**src/hw/rtl/phm_pkg.sv**
```systemverilog
package phm_pkg;

	localparam int SAMPLE_W = 12;
	localparam int TEMP_W   = 12;
	localparam int VOLT_W   = 16;
	localparam int PH_W     = 14;
	localparam int TK_W     = 13;
	localparam int IIR_W    = 20;

	// Bit-serial multiplier: A is the wide operand, B is consumed one bit per cycle
	localparam int MUL_AW = 24;
	localparam int MUL_BW = 18;
	localparam int MUL_PW = MUL_AW + MUL_BW;
	localparam int MUL_CW = $clog2(MUL_BW);

	// Restoring divider: one quotient bit per cycle
	localparam int DIV_NW = 42;
	localparam int DIV_DW = 30;
	localparam int DIV_CW = $clog2(DIV_NW);

	localparam int CFG_IDX_W = 2;

	// Twice the 0.1 mV full scale, so the mean division can round half up
	localparam logic [MUL_AW-1:0] VOLT_SCALE_X2 = MUL_AW'(66000);
	// 518.0 * 298.0 scaled to thousandths of pH over 0.1 K
	localparam logic [MUL_AW-1:0] SLOPE_K       = MUL_AW'(15436400);
	localparam logic [TK_W-1:0]   KELVIN_DECI   = TK_W'(2730);
	localparam logic [DIV_DW-1:0] IIR_DIVISOR   = DIV_DW'(10);
	localparam logic [IIR_W-1:0]  IIR_ROUND     = IIR_W'(5);
	localparam logic [PH_W-1:0]   PH_MID        = PH_W'(6860);
	localparam logic [PH_W-1:0]   PH_MAX        = PH_W'(14000);
	localparam logic [PH_W-1:0]   PH_UP_SPAN    = PH_W'(7140);

	localparam logic [VOLT_W-1:0]   CAL_PH4_RST   = VOLT_W'(23600);
	localparam logic [VOLT_W-1:0]   CAL_PH686_RST = VOLT_W'(20000);
	localparam logic [VOLT_W-1:0]   CAL_PH918_RST = VOLT_W'(16700);
	localparam logic [SAMPLE_W-1:0] MIN_RST       = {SAMPLE_W{1'b1}};

	typedef enum logic [CFG_IDX_W-1:0] {
		REG_CAL_PH4   = 2'd0,
		REG_CAL_PH686 = 2'd1,
		REG_CAL_PH918 = 2'd2
	} cfg_reg_t;

	typedef enum logic [2:0] {
		ST_ACC,
		ST_MEAN_MUL,
		ST_MEAN_DIV,
		ST_IIR_DIV,
		ST_PH_MUL_NUM,
		ST_PH_MUL_DEN,
		ST_PH_DIV,
		ST_DONE
	} seq_state_t;

	typedef struct packed {
		logic [SAMPLE_W-1:0]      adc_sample;
		logic signed [TEMP_W-1:0] temp_deci_c;
	} sample_t;

	typedef struct packed {
		logic [PH_W-1:0]   ph_milli;
		logic [VOLT_W-1:0] filtered_voltage;
		logic              cal_error;
	} result_t;

	typedef struct packed {
		logic              start;
		logic [MUL_AW-1:0] a;
		logic [MUL_BW-1:0] b;
	} mul_req_t;

	typedef struct packed {
		logic              done;
		logic [MUL_PW-1:0] product;
	} mul_rsp_t;

	typedef struct packed {
		logic              start;
		logic [DIV_NW-1:0] num;
		logic [DIV_DW-1:0] den;
	} div_req_t;

	typedef struct packed {
		logic              done;
		logic [DIV_NW-1:0] quo;
	} div_rsp_t;

endpackage

```
**src/hw/rtl/phm_accum.sv**
```systemverilog
module phm_accum import phm_pkg::*; #(
	parameter int SAMPLES_PER_RESULT = 8,
	localparam int CNT_W = $clog2(SAMPLES_PER_RESULT),
	localparam int SUM_W = SAMPLE_W + CNT_W
) (
	input  logic                clk,
	input  logic                arst_n,
	input  logic                take,
	input  logic                clear,
	input  logic [SAMPLE_W-1:0] adc,
	output logic                last,
	output logic [SUM_W-1:0]    trim
);

	logic [CNT_W-1:0]    cnt_q;
	logic [SUM_W-1:0]    sum_q;
	logic [SAMPLE_W-1:0] max_q;
	logic [SAMPLE_W-1:0] min_q;

	assign last = (cnt_q == CNT_W'(SAMPLES_PER_RESULT - 1));
	// with two or more samples in the group, sum holds max and min, so this does not go negative
	assign trim = sum_q - SUM_W'(max_q) - SUM_W'(min_q);

	always_ff @(posedge clk or negedge arst_n) begin
		if (!arst_n) begin
			cnt_q <= '0;
			sum_q <= '0;
			max_q <= '0;
			min_q <= MIN_RST;
		end else if (clear) begin
			sum_q <= '0;
			max_q <= '0;
			min_q <= MIN_RST;
		end else if (take) begin
			cnt_q <= last ? '0 : cnt_q + 1'b1;
			sum_q <= sum_q + SUM_W'(adc);
			if (adc > max_q) max_q <= adc;
			if (adc < min_q) min_q <= adc;
		end
	end

endmodule

```
**src/hw/rtl/phm_mul.sv**
```systemverilog
module phm_mul import phm_pkg::*; (
	input  logic     clk,
	input  logic     arst_n,
	input  mul_req_t req,
	output mul_rsp_t rsp
);

	logic [MUL_AW-1:0] a_q;
	logic [MUL_PW-1:0] p_q;
	logic [MUL_CW-1:0] cnt_q;
	logic              busy_q;
	logic              done_q;
	logic [MUL_AW:0]   sum;

	// Add A into the upper half when the current multiplier bit is set, then shift right
	assign sum = {1'b0, p_q[MUL_PW-1:MUL_BW]} + {1'b0, a_q & {MUL_AW{p_q[0]}}};

	assign rsp.done    = done_q;
	assign rsp.product = p_q;

	always_ff @(posedge clk or negedge arst_n) begin
		if (!arst_n) begin
			busy_q <= 1'b0;
			done_q <= 1'b0;
			cnt_q  <= '0;
		end else begin
			done_q <= 1'b0;
			if (req.start) begin
				busy_q <= 1'b1;
				cnt_q  <= '0;
			end else if (busy_q) begin
				cnt_q <= cnt_q + 1'b1;
				if (cnt_q == MUL_CW'(MUL_BW - 1)) begin
					busy_q <= 1'b0;
					done_q <= 1'b1;
				end
			end
		end
	end

	always_ff @(posedge clk) begin
		if (req.start) begin
			a_q <= req.a;
			p_q <= {{MUL_AW{1'b0}}, req.b};
		end else if (busy_q) begin
			p_q <= {sum, p_q[MUL_BW-1:1]};
		end
	end

endmodule

```
**src/hw/rtl/phm_div.sv**
```systemverilog
module phm_div import phm_pkg::*; (
	input  logic     clk,
	input  logic     arst_n,
	input  div_req_t req,
	output div_rsp_t rsp
);

	logic [DIV_NW-1:0] n_q;
	logic [DIV_DW-1:0] rem_q;
	logic [DIV_DW-1:0] den_q;
	logic [DIV_CW-1:0] cnt_q;
	logic              busy_q;
	logic              done_q;
	logic [DIV_DW:0]   trial;
	logic [DIV_DW+1:0] diff;
	logic              fits;

	assign trial = {rem_q, n_q[DIV_NW-1]};
	assign diff  = {1'b0, trial} - {2'b00, den_q};
	assign fits  = !diff[DIV_DW+1];

	assign rsp.done = done_q;
	assign rsp.quo  = n_q;

	always_ff @(posedge clk or negedge arst_n) begin
		if (!arst_n) begin
			busy_q <= 1'b0;
			done_q <= 1'b0;
			cnt_q  <= '0;
		end else begin
			done_q <= 1'b0;
			if (req.start) begin
				busy_q <= 1'b1;
				cnt_q  <= '0;
			end else if (busy_q) begin
				cnt_q <= cnt_q + 1'b1;
				if (cnt_q == DIV_CW'(DIV_NW - 1)) begin
					busy_q <= 1'b0;
					done_q <= 1'b1;
				end
			end
		end
	end

	// Numerator bits leave at the top as quotient bits enter at the bottom
	always_ff @(posedge clk) begin
		if (req.start) begin
			n_q   <= req.num;
			den_q <= req.den;
			rem_q <= '0;
		end else if (busy_q) begin
			rem_q <= fits ? diff[DIV_DW-1:0] : trial[DIV_DW-1:0];
			n_q   <= {n_q[DIV_NW-2:0], fits};
		end
	end

endmodule

```
**src/hw/rtl/ph_meter_trimmed_iir.sv**
```systemverilog
// Samples are taken one per cycle while a group gathers; its last sample closes the group.
// After the last sample of a group: mean multiply and divide, then IIR division (skipped on the first
// group, which loads the filter with the mean), then the pH multiplies and division (skipped on a
// calibration error). Samples are held off until the result enters the output register, so a stalled
// earlier result holds the block; all steps share the one bit-serial multiplier and divider.
// Reset (arst_n low) clears the group, unprimes the filter and restores the calibration defaults.
module ph_meter_trimmed_iir import phm_pkg::*; #(
	parameter int SAMPLES_PER_RESULT = 8,
	parameter int ADC_FULL_SCALE     = 4095
) (
	input  logic                 clk,
	input  logic                 arst_n,
	input  logic                 sample_valid,
	output logic                 sample_ready,
	input  sample_t              sample_data,
	output logic                 result_valid,
	input  logic                 result_ready,
	output result_t              result_data,
	input  logic                 cfg_valid,
	output logic                 cfg_ready,
	input  logic [CFG_IDX_W-1:0] cfg_index,
	input  logic [VOLT_W-1:0]    cfg_data
);

	localparam int    CNT_W        = $clog2(SAMPLES_PER_RESULT);
	localparam int    SUM_W        = SAMPLE_W + CNT_W;
	localparam longint MEAN_DEN    = longint'(ADC_FULL_SCALE) * longint'(SAMPLES_PER_RESULT - 2);
	localparam logic [DIV_NW-1:0] MEAN_BIAS    = DIV_NW'(MEAN_DEN);
	localparam logic [DIV_DW-1:0] MEAN_DIVISOR = DIV_DW'(2 * MEAN_DEN);

	seq_state_t state_q, state_d;
	logic       kick_q;

	logic [VOLT_W-1:0] v4_q, v686_q, v918_q;
	logic              primed_q;
	logic [VOLT_W-1:0] filter_q;
	logic [VOLT_W-1:0] mean_q;
	logic [MUL_PW-1:0] mn_q;
	logic              neg_q;
	logic [PH_W-1:0]   ph_q;
	logic [TEMP_W-1:0] temp_q;
	logic              result_valid_q;
	result_t           result_q;

	logic              take;
	logic              grp_last;
	logic              grp_clear;
	logic [SUM_W-1:0]  trim;
	mul_req_t          mul_req;
	mul_rsp_t          mul_rsp;
	div_req_t          div_req;
	div_rsp_t          div_rsp;

	logic              cal_err;
	logic [VOLT_W:0]   dv;
	logic [VOLT_W:0]   dcal;
	logic [VOLT_W-1:0] dv_mag;
	logic [VOLT_W-1:0] dcal_mag;
	logic [TK_W-1:0]   tk;
	logic [IIR_W-1:0]  iir_num;
	logic [VOLT_W-1:0] mean_sat;
	logic [PH_W-1:0]   ph_n;

	assign sample_ready = (state_q == ST_ACC);
	assign take         = sample_valid && sample_ready;
	assign cfg_ready    = 1'b1;
	assign result_valid = result_valid_q;
	assign result_data  = result_q;

	assign cal_err  = (v4_q == v918_q);
	assign dv       = {1'b0, filter_q} - {1'b0, v686_q};
	assign dcal     = {1'b0, v918_q} - {1'b0, v4_q};
	assign dv_mag   = dv[VOLT_W] ? VOLT_W'(-dv) : dv[VOLT_W-1:0];
	assign dcal_mag = dcal[VOLT_W] ? VOLT_W'(-dcal) : dcal[VOLT_W-1:0];
	// Absolute temperature in 0.1 K; positive for any 12-bit temperature
	assign tk       = KELVIN_DECI + TK_W'($signed(temp_q));
	assign iir_num  = IIR_W'({filter_q, 1'b0}) + IIR_W'(filter_q)
	                + IIR_W'({mean_q, 3'b000}) - IIR_W'(mean_q) + IIR_ROUND;
	assign mean_sat = (|div_rsp.quo[DIV_NW-1:VOLT_W]) ? {VOLT_W{1'b1}}
	                                                  : div_rsp.quo[VOLT_W-1:0];

	always_comb begin
		if (neg_q) begin
			ph_n = (div_rsp.quo > DIV_NW'(PH_MID)) ? '0
			     : PH_MID - PH_W'(div_rsp.quo[PH_W-2:0]);
		end else begin
			ph_n = (div_rsp.quo > DIV_NW'(PH_UP_SPAN)) ? PH_MAX
			     : PH_MID + PH_W'(div_rsp.quo[PH_W-2:0]);
		end
	end

	phm_accum #(
		.SAMPLES_PER_RESULT(SAMPLES_PER_RESULT)
	) u_accum (
		.clk    (clk),
		.arst_n (arst_n),
		.take   (take),
		.clear  (grp_clear),
		.adc    (sample_data.adc_sample),
		.last   (grp_last),
		.trim   (trim)
	);

	phm_mul u_mul (
		.clk    (clk),
		.arst_n (arst_n),
		.req    (mul_req),
		.rsp    (mul_rsp)
	);

	phm_div u_div (
		.clk    (clk),
		.arst_n (arst_n),
		.req    (div_req),
		.rsp    (div_rsp)
	);

	always_ff @(posedge clk or negedge arst_n) begin
		if (!arst_n) begin
			state_q <= ST_ACC;
			kick_q  <= 1'b0;
		end else begin
			state_q <= state_d;
			kick_q  <= (state_d != state_q);
		end
	end

	always_comb begin
		state_d   = state_q;
		grp_clear = 1'b0;
		mul_req   = '0;
		div_req   = '0;
		case (state_q)
			ST_ACC: begin
				if (take && grp_last) state_d = ST_MEAN_MUL;
			end
			ST_MEAN_MUL: begin
				grp_clear     = kick_q;
				mul_req.start = kick_q;
				mul_req.a     = VOLT_SCALE_X2;
				mul_req.b     = MUL_BW'(trim);
				if (mul_rsp.done) state_d = ST_MEAN_DIV;
			end
			ST_MEAN_DIV: begin
				div_req.start = kick_q;
				div_req.num   = DIV_NW'(mul_rsp.product) + MEAN_BIAS;
				div_req.den   = MEAN_DIVISOR;
				if (div_rsp.done) begin
					if (primed_q) state_d = ST_IIR_DIV;
					else if (cal_err) state_d = ST_DONE;
					else state_d = ST_PH_MUL_NUM;
				end
			end
			ST_IIR_DIV: begin
				div_req.start = kick_q;
				div_req.num   = DIV_NW'(iir_num);
				div_req.den   = IIR_DIVISOR;
				if (div_rsp.done) state_d = cal_err ? ST_DONE : ST_PH_MUL_NUM;
			end
			ST_PH_MUL_NUM: begin
				mul_req.start = kick_q;
				mul_req.a     = SLOPE_K;
				mul_req.b     = MUL_BW'(dv_mag);
				if (mul_rsp.done) state_d = ST_PH_MUL_DEN;
			end
			ST_PH_MUL_DEN: begin
				mul_req.start = kick_q;
				mul_req.a     = MUL_AW'(tk);
				mul_req.b     = MUL_BW'(dcal_mag);
				if (mul_rsp.done) state_d = ST_PH_DIV;
			end
			ST_PH_DIV: begin
				// Round half away from zero on magnitudes: (2n + d) / 2d
				div_req.start = kick_q;
				div_req.num   = {mn_q[DIV_NW-2:0], 1'b0} + DIV_NW'(mul_rsp.product);
				div_req.den   = {mul_rsp.product[DIV_DW-2:0], 1'b0};
				if (div_rsp.done) state_d = ST_DONE;
			end
			ST_DONE: begin
				if (!result_valid_q || result_ready) state_d = ST_ACC;
			end
			default: state_d = ST_ACC;
		endcase
	end

	always_ff @(posedge clk or negedge arst_n) begin
		if (!arst_n) begin
			v4_q           <= CAL_PH4_RST;
			v686_q         <= CAL_PH686_RST;
			v918_q         <= CAL_PH918_RST;
			primed_q       <= 1'b0;
			filter_q       <= '0;
			result_valid_q <= 1'b0;
		end else begin
			if (cfg_valid && cfg_ready) begin
				case (cfg_index)
					REG_CAL_PH4:   v4_q   <= cfg_data;
					REG_CAL_PH686: v686_q <= cfg_data;
					REG_CAL_PH918: v918_q <= cfg_data;
					default: ;
				endcase
			end
			if (state_q == ST_MEAN_DIV && div_rsp.done && !primed_q) begin
				filter_q <= mean_sat;
				primed_q <= 1'b1;
			end
			if (state_q == ST_IIR_DIV && div_rsp.done) filter_q <= div_rsp.quo[VOLT_W-1:0];
			if (state_q == ST_DONE && (!result_valid_q || result_ready)) begin
				result_valid_q <= 1'b1;
			end else if (result_ready) begin
				result_valid_q <= 1'b0;
			end
		end
	end

	always_ff @(posedge clk) begin
		if (take && grp_last) temp_q <= sample_data.temp_deci_c;
		if (state_q == ST_MEAN_DIV && div_rsp.done) mean_q <= mean_sat;
		if (state_q == ST_PH_MUL_NUM && mul_rsp.done) begin
			mn_q  <= mul_rsp.product;
			neg_q <= dv[VOLT_W] ^ dcal[VOLT_W];
		end
		if (state_q == ST_PH_DIV && div_rsp.done) ph_q <= ph_n;
		if (state_q == ST_DONE && (!result_valid_q || result_ready)) begin
			result_q.ph_milli         <= cal_err ? '0 : ph_q;
			result_q.filtered_voltage <= filter_q;
			result_q.cal_error        <= cal_err;
		end
	end

endmodule

```
**config.mk**
```make
export PLATFORM = sky130hd
export DESIGN_NAME = ph_meter_trimmed_iir
export DESIGN_NICKNAME = d
export VERILOG_FILES = /design/src/hw/rtl/phm_pkg.sv /design/src/hw/rtl/phm_accum.sv /design/src/hw/rtl/phm_mul.sv /design/src/hw/rtl/phm_div.sv /design/src/hw/rtl/ph_meter_trimmed_iir.sv
export SDC_FILE = /design/constraint.sdc
export NUM_CORES = 1
export LEC_CHECK = 0
export BUFFER_PORTS_ARGS = -buffer_cell sky130_fd_sc_hd__buf_4
export CAP_MARGIN = 20
export CORE_ASPECT_RATIO = 0.5
export CORE_MARGIN = 3
export CORE_UTILIZATION = 55
export DETAILED_ROUTE_END_ITERATION = 6
export GPL_ROUTABILITY_DRIVEN = 0
export PLACE_DENSITY = 0.73
export SYNTH_ARGS = -nofsm -noshare
export SYNTH_HDL_FRONTEND = slang
export SYNTH_HIERARCHICAL = 1
export SYNTH_SLANG_ARGS = --single-unit
```
**constraint.sdc**
```tcl
create_clock -name clk -period 4.9 [get_ports clk]
set_clock_uncertainty 0.2 [all_clocks]
set_input_delay 0.49 -clock clk [delete_from_list [all_inputs] [get_ports clk]]
set_output_delay 0.49 -clock clk [all_outputs]
set_load 0.005 [all_outputs]
```
* Word level (Yosys, flattened, before mapping) *
Index checks and enable logic that the tools add are counted.

cells by class
  add/sub/neg operators = 21
  order comparisons = 4
  equality and inequality tests = 14
  multiplexer cells = 54
  bitwise logic cells = 3
  reduce and logical (&&, ||, !) cells = 28

operators by type and width
  cell                                                                                count
  73-bit case mux with 3 select lines                                                 1
  43-bit case mux with 3 select lines                                                 1
  42-bit by 13-bit greater-than comparator with 1-bit output (second input constant)  2
  42-bit 2-to-1 mux                                                                   2
  16-bit 2-to-1 mux                                                                   5
  12-bit 2-to-1 mux                                                                   6
  42-bit by 15-bit adder with 42-bit output (second input constant)                   1
  42-bit adder                                                                        1
  14-bit 2-to-1 mux                                                                   3
  18-bit 2-to-1 mux                                                                   2
  16-bit by 16-bit subtractor with 17-bit output                                      2
  16-bit negator                                                                      2
  31-bit by 30-bit subtractor with 32-bit output                                      1
  15-bit 2-to-1 mux                                                                   2
  3-bit 2-to-1 mux                                                                    10
  30-bit 2-to-1 mux                                                                   1
  15-bit by 12-bit subtractor with 15-bit output                                      2
  26-bit OR reduction                                                                 1
  24-bit by 24-bit adder with 25-bit output                                           1
  24-bit AND                                                                          1
  3-bit case mux with 8 select lines                                                  1
  18-bit by 19-bit adder with 20-bit output                                           1
  20-bit by 3-bit adder with 20-bit output (second input constant)                    1
  20-bit by 16-bit subtractor with 20-bit output                                      1
  other kinds (32)                                                                    73

word-level totals
  flip-flop bits (word level) = 410
  bits of input ports = 47
  output and inout port bits = 34
  word-level logic and storage cells = 156

* Longest topological paths before layout *
Gate-level depths: netlist of run 1.

  depth in word-level cells = 6
  gate-level depth with buffers = 19
  gate-level depth less buffers = 18

* Cells and area by module *
The synthesis of run 1 kept the hierarchy.

modules (own cells, without submodules)
  module                instances  cells an instance  area an instance (µm²)  sequential area each (µm²)
  ph_meter_trimmed_iir  1          1546               14456.4                 5226.3
  phm_div               1          553                5904.4                  2962.8
  phm_accum             1          481                4166.5                  1066.0
  phm_mul               1          364                3923.8                  1916.8

* Least setup slack after synthesis of run 1 *
No wires, ideal clock.

  kind = register to register
  start point = register state_q[0]
  end point = register u_div.n_q[0], enable pin
  setup time = 396 ps
  arrival time = 4736 ps
  data required time = 4304 ps
  path slack = -432 ps
  stages on the path, launching flop included = 7
  buffers on the path = 3
  clock period less this slack = 5332 ps
  cells stage by stage = dfrtp_1 > clkbuf_1 > clkbuf_1 > a211oi_1 > clkbuf_1 > nor2_1 > inv_1

RTL lines
  what                      line                         RTL
  start: declaration        ph_meter_trimmed_iir.sv:31   seq_state_t state_q, state_d;
  start signal: assignment  ph_meter_trimmed_iir.sv:123  state_q <= state_d;
  end signal: assignment    phm_div.sv:48                n_q <= req.num;
  end signal: assignment    phm_div.sv:53                n_q <= {n_q[DIV_NW-2:0], fits};
  end: declaration          phm_div.sv:8                 logic [DIV_NW-1:0] n_q;

==> impl_summary.txt, run 1 <==
----------------------------------------------------
[Power]
  Leakage power summed over all cells ... 13.69 nW
  Power Internal ... 6.793 mW
  Pwr per Cell Area ... 310.3 mW/mm²
  Combinational group share of total power ... 0.238
  Peak supply drop ... 0.2005 mV
  Switching power ... 2.984 mW
  Clock network fraction of design power ... 0.348
  Sw Share ... 0.3052
  Sequential group share of total power ... 0.415

[Timing]
  Post-Route Setup TNS ... 0 ps
  Transition time of the tightest slew-check pin ... 1091 ps
  Setup slack of the critical path after layout ... 240.1 ps
  Upper clock frequency limit ... 214.6 MHz
  Final critical path time including I/O delays and setup ... 4660 ps
  Worst max-slew margin expressed relative to the limit ... 0.2719
  Count of endpoints failing setup in the final report ... 0
  Share of the clock period used by the worst path ... 0.9510
  Setup repair after global routing missed its margin ... no
  Hold violation count in the final report ... 0
  Number of max-slew violations in the final report ... 0

[Worst setup path]
  Worst-case reg-to-reg path depth ... 17
  Worst setup EP type ... flop
  Count of buffering cells on the critical path with inverters included ... 2
  Maximum fanout encountered on the critical timing path ... 5
  Critical Path AT ... 4770 ps
  Crit path max-delay family ... compound AO/OA/AOI/OAI gates
  Slowest cell on the critical path ... sky130_fd_sc_hd__fa_1
  Cell Chain, Critical Path ... inv_1, ha_1, fa_1, inv_1, ha_1, fa_1, a21o_1, a21o_1, a21oi_1, nor2b_1, o22ai_1, o211ai_1, a31o_2, a21oi_1, nor2_1, a211o_1, mux2_2
  Classification of the worst setup path ... reg2reg
  Start of the worst register-to-register path ... filter_q[1]$_DFFE_PN0P_
  Crit-path max cell delay ... 500 ps
  Worst-case register-to-register setup slack ... 240 ps
  Required time reported for the critical path endpoint ... 5010 ps
  CP Launch Type ... flop
  Reg-to-reg critical path endpoint ... u_div/n_q[18]$_DFFE_PP_

[Layout]
  Util after Layout ... 0.6221
  Fraction of layout instances using a drive strength above 1 ... 0.1152
  Total inserted antenna cells ... 0
  Nets@finish ... 3,323
  Final standard cell area without fillers ... 0.03151 mm²
  Number of filler instances in the final layout ... 4,171
  Count of non-filler cells in the finished layout ... 3,738
  Area growth syn-to-layout ... 10.75%

[Synthesis]
  Area fraction of the dominant cell type after synthesis ... 0.2417
  Number of flops mapped to enable cells by yosys ... 229
  Number of distinct library cell variants in the gate-level netlist after synthesis ... 96
  Netlist area before placement ... 0.02845 mm²
  Proportion of register bits with asynchronous set or reset after synthesis ... 0.3098
  Instance count of the mapped netlist ... 2,944
  Sequential area share after synthesis ... 0.3927
  Flip-flop and latch count after synthesis ... 410
  Average cell area after synthesis ... 9.664 µm²
  Top flip-flop cell by instance count after synthesis ... sky130_fd_sc_hd__edfxtp_1
  Cell taking the most area after synthesis ... sky130_fd_sc_hd__edfxtp_1
  Number of warnings reported in the yosys synthesis log ... 6
  Top area cells in the synthesized netlist ... sky130_fd_sc_hd__edfxtp_1 (24%), sky130_fd_sc_hd__ha_1 (9.4%), sky130_fd_sc_hd__dfrtp_1 (8.6%), sky130_fd_sc_hd__dfxtp_1 (3.8%), sky130_fd_sc_hd__mux2_2 (3.6%)

[Die]
  Standard cell core area ... 0.05065 mm²
  Total Die Area ... 0.05466 mm²
  Total number of placement rows ... 58
  Boundary pin count ... 81
  Die Y-Extent ... 166.8 µm
  Horiz. Die Dim ... 327.7 µm
  Starting density of the core ... 0.5617

[Clocking]
  Clock tree from TritonCTS ... built
  Number of post-CTS setup repair buffers ... 0
  Clock tree root driver cell ... sky130_fd_sc_hd__clkbuf_16
  Total number of clock tree sinks ... 410
  Worst-Skew Late Latency ... 570 ps
  Clock-pin slew on the worst setup and hold paths ... 70 ps
  Maximum level of the CTS H-tree ... 2
  Clock Path Buffers ... 3
  Total clock buffers created by CTS ... 41

[Placed design]
  Number of buffers inserted by port buffering ... 79
  Post-placement worst setup slack ... 191.5 ps
  Placed wire-length estimate ... 52,400 µm
  Instance area at placement ... 0.02978 mm²
  Placed Cells incl. Taps ... 3,633

[Worst hold path]
  Path category of the worst min-delay check ... in2reg
  End point of the worst hold path ... u_accum/min_q[4]$_DFFE_PN1P_
  Min-Delay Path Depth ... 3
  Start point of the worst hold path ... sample_data[16]

[Routing]
  Pre-Repair DR Iteration Count ... 6
  Violation count after the first detailed-route iteration ... 2,269
  Average detailed-routed wire length per instance ... 19.01 µm
  Total Routed Length ... 71,060 µm
  Post-detailed-route count of antenna-violating nets ... 0
  Avg Vias per Cell ... 6.060
  Total vias in the final route ... 22,651
  Number of remaining DRC errors ... 0

[GRT]
  Remaining Overflow, GRT ... 0
  Antenna violations before repair ... 0
  Global-route wire length before repair ... 114,500 µm
  Via count of the first global-routing pass ... 21,352
  All-layer global routing usage ... 0.2570
  Maximum number of pins on one net before global-route repair ... 106

[Status]
  Status ... finished, final reports clean

[Job]
  Number of max-cap violations ... 0

----------------------------------------------------
-- final cells by class --
class                           count  area (µm²)  share of cell area
Sequential cell                   410       11180              0.3547
Clock inverter                     17       226.5            0.007187
Inverter                          242       908.4             0.02883
Clock buffer                       59        1199             0.03804
Tap cell                          690       863.3             0.02740
Timing Repair Buffer              142        1167             0.03705
Multi-Input combinational cell   2178       15970              0.5068
-- Yosys cell counts, types with 22 or more instances --
library cell	instances
sky130_fd_sc_hd__xor2_1	74
sky130_fd_sc_hd__nand3_1	50
sky130_fd_sc_hd__a21o_1	73
sky130_fd_sc_hd__o21a_1	45
sky130_fd_sc_hd__mux2_2	92
sky130_fd_sc_hd__nor3_1	60
sky130_fd_sc_hd__a311oi_1	25
sky130_fd_sc_hd__or3_1	38
sky130_fd_sc_hd__a21oi_1	163
sky130_fd_sc_hd__ha_1	214
sky130_fd_sc_hd__dfxtp_1	54
sky130_fd_sc_hd__o21ai_0	124
sky130_fd_sc_hd__nand2b_1	22
sky130_fd_sc_hd__nor2_1	219
sky130_fd_sc_hd__a31oi_1	27
sky130_fd_sc_hd__o211ai_1	23
sky130_fd_sc_hd__fa_1	47
sky130_fd_sc_hd__and3_1	68
sky130_fd_sc_hd__a211oi_1	37
sky130_fd_sc_hd__xnor2_1	90
sky130_fd_sc_hd__dfstp_2	29
sky130_fd_sc_hd__mux2i_1	32
sky130_fd_sc_hd__edfxtp_1	229
sky130_fd_sc_hd__and2_1	42
sky130_fd_sc_hd__nand2_1	241
sky130_fd_sc_hd__dfrtp_1	98
sky130_fd_sc_hd__inv_1	241
sky130_fd_sc_hd__nor2b_1	38
sky130_fd_sc_hd__clkbuf_1	100
sky130_fd_sc_hd__nand4_1	30
-- registers in the layout (all words and copies together) (netlist names), 3 cells and up --
signal and flops:
ph_q 14, u_div/rem_q 30, u_mul/cnt_q 5, u_div/cnt_q 6
u_div/n_q 42, u_mul/p_q 42, u_accum/max_q 12, state_q 3
result_data 31, filter_q 16, mean_q 16, u_mul/a_q 24
u_accum/cnt_q 3, u_accum/sum_q 15, v918_q 16, u_accum/min_q 12
mn_q 41, u_div/den_q 30, v686_q 16, v4_q 16
temp_q 12
-- worst register-to-register path, cell delays in order, from the launching register on --
cell and delay [ps]:
sky130_fd_sc_hd__dfrtp_2 450, sky130_fd_sc_hd__inv_1 140, sky130_fd_sc_hd__ha_1 270, sky130_fd_sc_hd__fa_1 500, sky130_fd_sc_hd__inv_1 50, sky130_fd_sc_hd__ha_1 220
sky130_fd_sc_hd__fa_1 430, sky130_fd_sc_hd__a21o_1 190, sky130_fd_sc_hd__a21o_1 200, sky130_fd_sc_hd__a21oi_1 160, sky130_fd_sc_hd__nor2b_1 80, sky130_fd_sc_hd__o22ai_1 230
sky130_fd_sc_hd__o211ai_1 180, sky130_fd_sc_hd__a31o_2 260, sky130_fd_sc_hd__a21oi_1 260, sky130_fd_sc_hd__nor2_1 70, sky130_fd_sc_hd__a211o_1 250, sky130_fd_sc_hd__mux2_2 250
-- through the flow --
stage	hold slack, ps	power (mW)
6_report	26.12	9.778
5_1_grt	30.87	10.28
4_1_cts	3.711	9.798
3_5_place_dp	275.7	6.375
3_3_place_gp	265.8	6.312
2_1_floorplan	-5.591	5.797
-- power by group through the flow --
| stage | Clock, mW | Combinational, mW | Sequential (mW) |
|---|---|---|---|
| 3_5_place_dp | 0 | 2.26 | 4.12 |
| 6_report | 3.40 | 2.32 | 4.05 |
| 4_1_cts | 3.46 | 2.29 | 4.05 |
| 2_1_floorplan | 0 | 1.76 | 4.04 |
| 5_1_grt | 3.62 | 2.58 | 4.08 |
| 3_3_place_gp | 0 | 2.20 | 4.11 |
-- repair_timing --
| action | in CTS | in global routing |
|---|---|---|
| gates resized for setup | 0 | 4 |
| endpoints found under the setup margin | 0 | 5 |
| endpoints found under the hold margin | 100 | 0 |
| hold buffers | 29 | 0 |
-- layer usage --
metal	up-vias	track usage	wire length (µm)	part of all wire
met2	780	0.3893	30870	0.43
met5	-	0	0	0
met4	0	0.04176	867	0.012
li1	10883	-	-	-
met1	10914	0.3876	33610	0.47
met3	74	0.05056	5712	0.080
-- worst max path at each step --
stage                                       start                      end  slack (ps)  depth (start not counted)
after floorplan           filter_q[2]$_DFFE_PN0P_  u_div/n_q[19]$_DFFE_PP_         530                         16
after global placement    filter_q[3]$_DFFE_PN0P_  u_div/n_q[19]$_DFFE_PP_         270                         16
after detailed placement  filter_q[3]$_DFFE_PN0P_  u_div/n_q[19]$_DFFE_PP_         190                         16
after CTS                 filter_q[3]$_DFFE_PN0P_  u_div/n_q[19]$_DFFE_PP_         150                         16
after global routing      filter_q[2]$_DFFE_PN0P_  u_div/n_q[19]$_DFFE_PP_          10                         16
final                     filter_q[1]$_DFFE_PN0P_  u_div/n_q[18]$_DFFE_PP_         240                         17
-- layout by cell type (no fill, tap or decap), drive strengths merged, types with 73 or more instances in the layout --
cell type	n
buf	113
dfrtp	98
a21o	73
inv	244
nor2	219
a21oi	165
mux2	92
ha	214
xor2	75
nand2	241
o21ai	133
xnor2	90
edfxtp	229
-- cell families after synthesis --
logic type,synth area share
AND/OR/NAND/NOR,0.1471
multiplexers,0.04767
adder cells (fa/ha/maj),0.1272
AO/OA/AOI/OAI,0.1851
XOR/XNOR,0.05106
buffers and inverters,0.04895
flip-flops,0.3927
other,0.0002640
(Power assumes the default switching activity.)
==> inputs of run 2 (changes only) <==
--- a/config.mk
+++ b/config.mk
@@ -13,6 +13,7 @@
 export DETAILED_ROUTE_END_ITERATION = 6
 export GPL_ROUTABILITY_DRIVEN = 0
 export PLACE_DENSITY = 0.73
+export REMOVE_ABC_BUFFERS = 1
 export SYNTH_ARGS = -nofsm -noshare
 export SYNTH_HDL_FRONTEND = slang
 export SYNTH_HIERARCHICAL = 1
==> impl_summary.txt, run 2 (synthesis results as in run 1) <==
----------------------------------------------------
[Status]
  Status ... finished, final reports clean

[Layout]
  Count of non-filler cells in the finished layout ... 3,748 (+0.27%)
  Total inserted antenna cells ... 0 (unchanged)
  Nets@finish ... 3,333 (+0.30%)
  Final standard cell area without fillers ... 0.03162 mm² (+0.35%)
  Area growth syn-to-layout ... 11.14%
  Top flop regs ... u_div/n_q (42), u_mul/p_q (42), mn_q (41)
  Fraction of layout instances using a drive strength above 1 ... 0.1200 (+0.004856)
  Commonest cells after routing, fill and taps aside ... sky130_fd_sc_hd__inv_1 (241), sky130_fd_sc_hd__nand2_1 (241), sky130_fd_sc_hd__edfxtp_1 (229), sky130_fd_sc_hd__nor2_1 (216), sky130_fd_sc_hd__ha_1 (214)
  Number of filler instances in the final layout ... 4,221 (+1.2%)

[Die]
  Standard cell core area ... 0.05065 mm² (unchanged)
  Total number of placement rows ... 58 (unchanged)
  Boundary pin count ... 81 (unchanged)
  Die Y-Extent ... 166.8 µm (unchanged)
  Total Die Area ... 0.05466 mm² (unchanged)
  Starting density of the core ... 0.5617 (unchanged)
  Horiz. Die Dim ... 327.7 µm (unchanged)

[Power]
  Peak supply drop ... 0.2736 mV (+36%)
  Power Internal ... 6.843 mW (+0.74%)
  Sw Share ... 0.3035 (-0.001767)
  Sequential group share of total power ... 0.411 (-0.004)
  Leakage power summed over all cells ... 13.76 nW (+0.51%)
  Overall power of the completed layout ... 9.825 mW (+0.48%)
  Pwr per Cell Area ... 310.7 mW/mm² (+0.13%)
  Combinational group share of total power ... 0.233 (-0.005)
  Switching power ... 2.981 mW (-0.10%)
  Clock network fraction of design power ... 0.356 (+0.008)

[Routing]
  Total vias in the final route ... 22,801 (+0.66%)
  Avg Vias per Cell ... 6.084 (+0.39%)
  Pre-Repair DR Iteration Count ... 6 (unchanged)
  Total Routed Length ... 72,350 µm (+1.8%)
  Number of remaining DRC errors ... 0 (unchanged)
  Violation count after the first detailed-route iteration ... 2,171 (-4.3%)
  Average detailed-routed wire length per instance ... 19.30 µm (+1.5%)
  Post-detailed-route count of antenna-violating nets ... 0 (unchanged)

[Placed design]
  Instance area at placement ... 0.02980 mm² (about the same)
  Number of buffers inserted by port buffering ... 79 (unchanged)
  Placed wire-length estimate ... 52,220 µm (-0.35%)
  Post-placement worst setup slack ... 79.44 ps (-112.0 ps)
  Placed Cells incl. Taps ... 3,639 (+0.17%)

[Worst setup path]
  Worst-case register-to-register setup slack ... 210 ps (-30 ps)
  CP Launch Type ... flop
  Worst-case reg-to-reg path depth ... 16 (-1)
  Critical Path AT ... 4800 ps (+30 ps)
  Reg-to-reg critical path endpoint ... u_div/n_q[18]$_DFFE_PP_
  Worst setup EP type ... flop
  Classification of the worst setup path ... reg2reg
  Start of the worst register-to-register path ... filter_q[3]$_DFFE_PN0P_
  Critical path startpoint ... filter_q[3]$_DFFE_PN0P_
  Maximum fanout encountered on the critical timing path ... 5 (unchanged)
  Required time reported for the critical path endpoint ... 5010 ps (about the same)

[Timing]
  Worst max-slew margin expressed relative to the limit ... 0.2799 (+0.007987)
  Setup slack of the critical path after layout ... 212.9 ps (-27.16 ps)
  Share of the clock period used by the worst path ... 0.9565 (+0.005542)
  Final critical path time including I/O delays and setup ... 4687 ps (+27.16 ps)
  Number of max-slew violations in the final report ... 0 (unchanged)
  Setup repair after global routing missed its margin ... no
  Count of endpoints failing setup in the final report ... 0 (unchanged)
  Post-Route Setup TNS ... 0 ps (unchanged)
  Hold violation count in the final report ... 0 (unchanged)
  Transition time of the tightest slew-check pin ... 1053 ps (-38.00 ps)
  Upper clock frequency limit ... 213.4 MHz (-0.58%)

[Clocking]
  Clock-pin slew on the worst setup and hold paths ... 60 ps (about the same)
  Clock tree from TritonCTS ... built
  Total clock buffers created by CTS ... 41 (unchanged)
  Clock tree root driver cell ... sky130_fd_sc_hd__clkbuf_16
  Worst-Skew Late Latency ... 570 ps (about the same)
  Total number of clock tree sinks ... 410 (unchanged)
  Number of post-CTS setup repair buffers ... 0 (unchanged)
  Clock Path Buffers ... 3 (unchanged)
  Maximum level of the CTS H-tree ... 2 (unchanged)

[GRT]
  Via count of the first global-routing pass ... 22,281 (+4.4%)
  Antenna violations before repair ... 2 (+2)
  All-layer global routing usage ... 0.2608 (+0.003806)
  Maximum number of pins on one net before global-route repair ... 93 (-12%)
  Global-route wire length before repair ... 116,400 µm (+1.6%)
  Remaining Overflow, GRT ... 0 (unchanged)

[Worst hold path]
  Min-Delay Path Depth ... 3 (unchanged)
  Path category of the worst min-delay check ... in2reg
  Start point of the worst hold path ... sample_data[14]
  End point of the worst hold path ... u_accum/min_q[2]$_DFFE_PN1P_

[Job]
  Number of max-cap violations ... 0 (unchanged)

----------------------------------------------------
## run 2: final cells by class
type / instances / area (µm²) / share of cell area
inverters: 242 / 908.4 / 0.02873
clock buffers: 49 / 1129 / 0.03569
flip-flops and latches: 410 / 11170 / 0.3534
repair buffers: 152 / 1227 / 0.03882
multi-input cells: 2178 / 15980 / 0.5053
clock inverters: 27 / 340.3 / 0.01076
well taps: 690 / 863.3 / 0.02730
## run 2: worst max-delay path by stage
stage / end / slack (ps)
6_report: u_div/n_q[18]$_DFFE_PP_ / 210
3_5_place_dp: u_div/n_q[19]$_DFFE_PP_ / 80
3_3_place_gp: u_div/n_q[19]$_DFFE_PP_ / 180
2_1_floorplan: u_div/n_q[0]$_DFFE_PP_ / -6140
5_1_grt: u_div/n_q[19]$_DFFE_PP_ / 7
4_1_cts: u_div/n_q[19]$_DFFE_PP_ / 50
## run 2: metal layers
layer | share of wire | track usage
met1 | 0.46 | 0.3660
met2 | 0.46 | 0.4207
met3 | 0.060 | 0.04295
met4 | 0.026 | 0.07026
met5 | 0 | 0
## run 2: power by group through the flow
stage / Clock (mW) / Combinational, mW / Sequential (mW)
3_3_place_gp: 0 / 2.16 / 4.10
4_1_cts: 3.55 / 2.26 / 4.04
2_1_floorplan: 0 / 1.75 / 4.04
3_5_place_dp: 0 / 2.22 / 4.11
6_report: 3.50 / 2.29 / 4.04
5_1_grt: 3.70 / 2.56 / 4.06
## run 2: stage by stage
stage,hold WS [ps],util
2_1_floorplan,-5.591,-
3_3_place_gp,264.0,0.5884
3_5_place_dp,270.1,0.5884
4_1_cts,4.338,0.6239
5_1_grt,14.91,0.6242
6_report,26.36,0.6242
## run 2: repair_timing
item                       in CTS  in global routing
hold endpoints to repair      134                  0
hold buffers                   33                  0
resized for setup               0                  3
setup endpoints to repair       0                  3
## run 2: worst max-delay path: stages, from the launching register on
cell and delay, ps:
sky130_fd_sc_hd__dfrtp_1 430, sky130_fd_sc_hd__inv_1 80, sky130_fd_sc_hd__fa_1 510, sky130_fd_sc_hd__inv_1 60, sky130_fd_sc_hd__fa_1 520, sky130_fd_sc_hd__fa_1 490
sky130_fd_sc_hd__a21o_1 190, sky130_fd_sc_hd__a21o_1 210, sky130_fd_sc_hd__a21oi_1 160, sky130_fd_sc_hd__nor2b_1 80, sky130_fd_sc_hd__o22ai_1 260, sky130_fd_sc_hd__o211ai_1 210
sky130_fd_sc_hd__a31o_2 280, sky130_fd_sc_hd__a21oi_2 200, sky130_fd_sc_hd__nor2_1 60, sky130_fd_sc_hd__a211o_1 240, sky130_fd_sc_hd__mux2_2 260
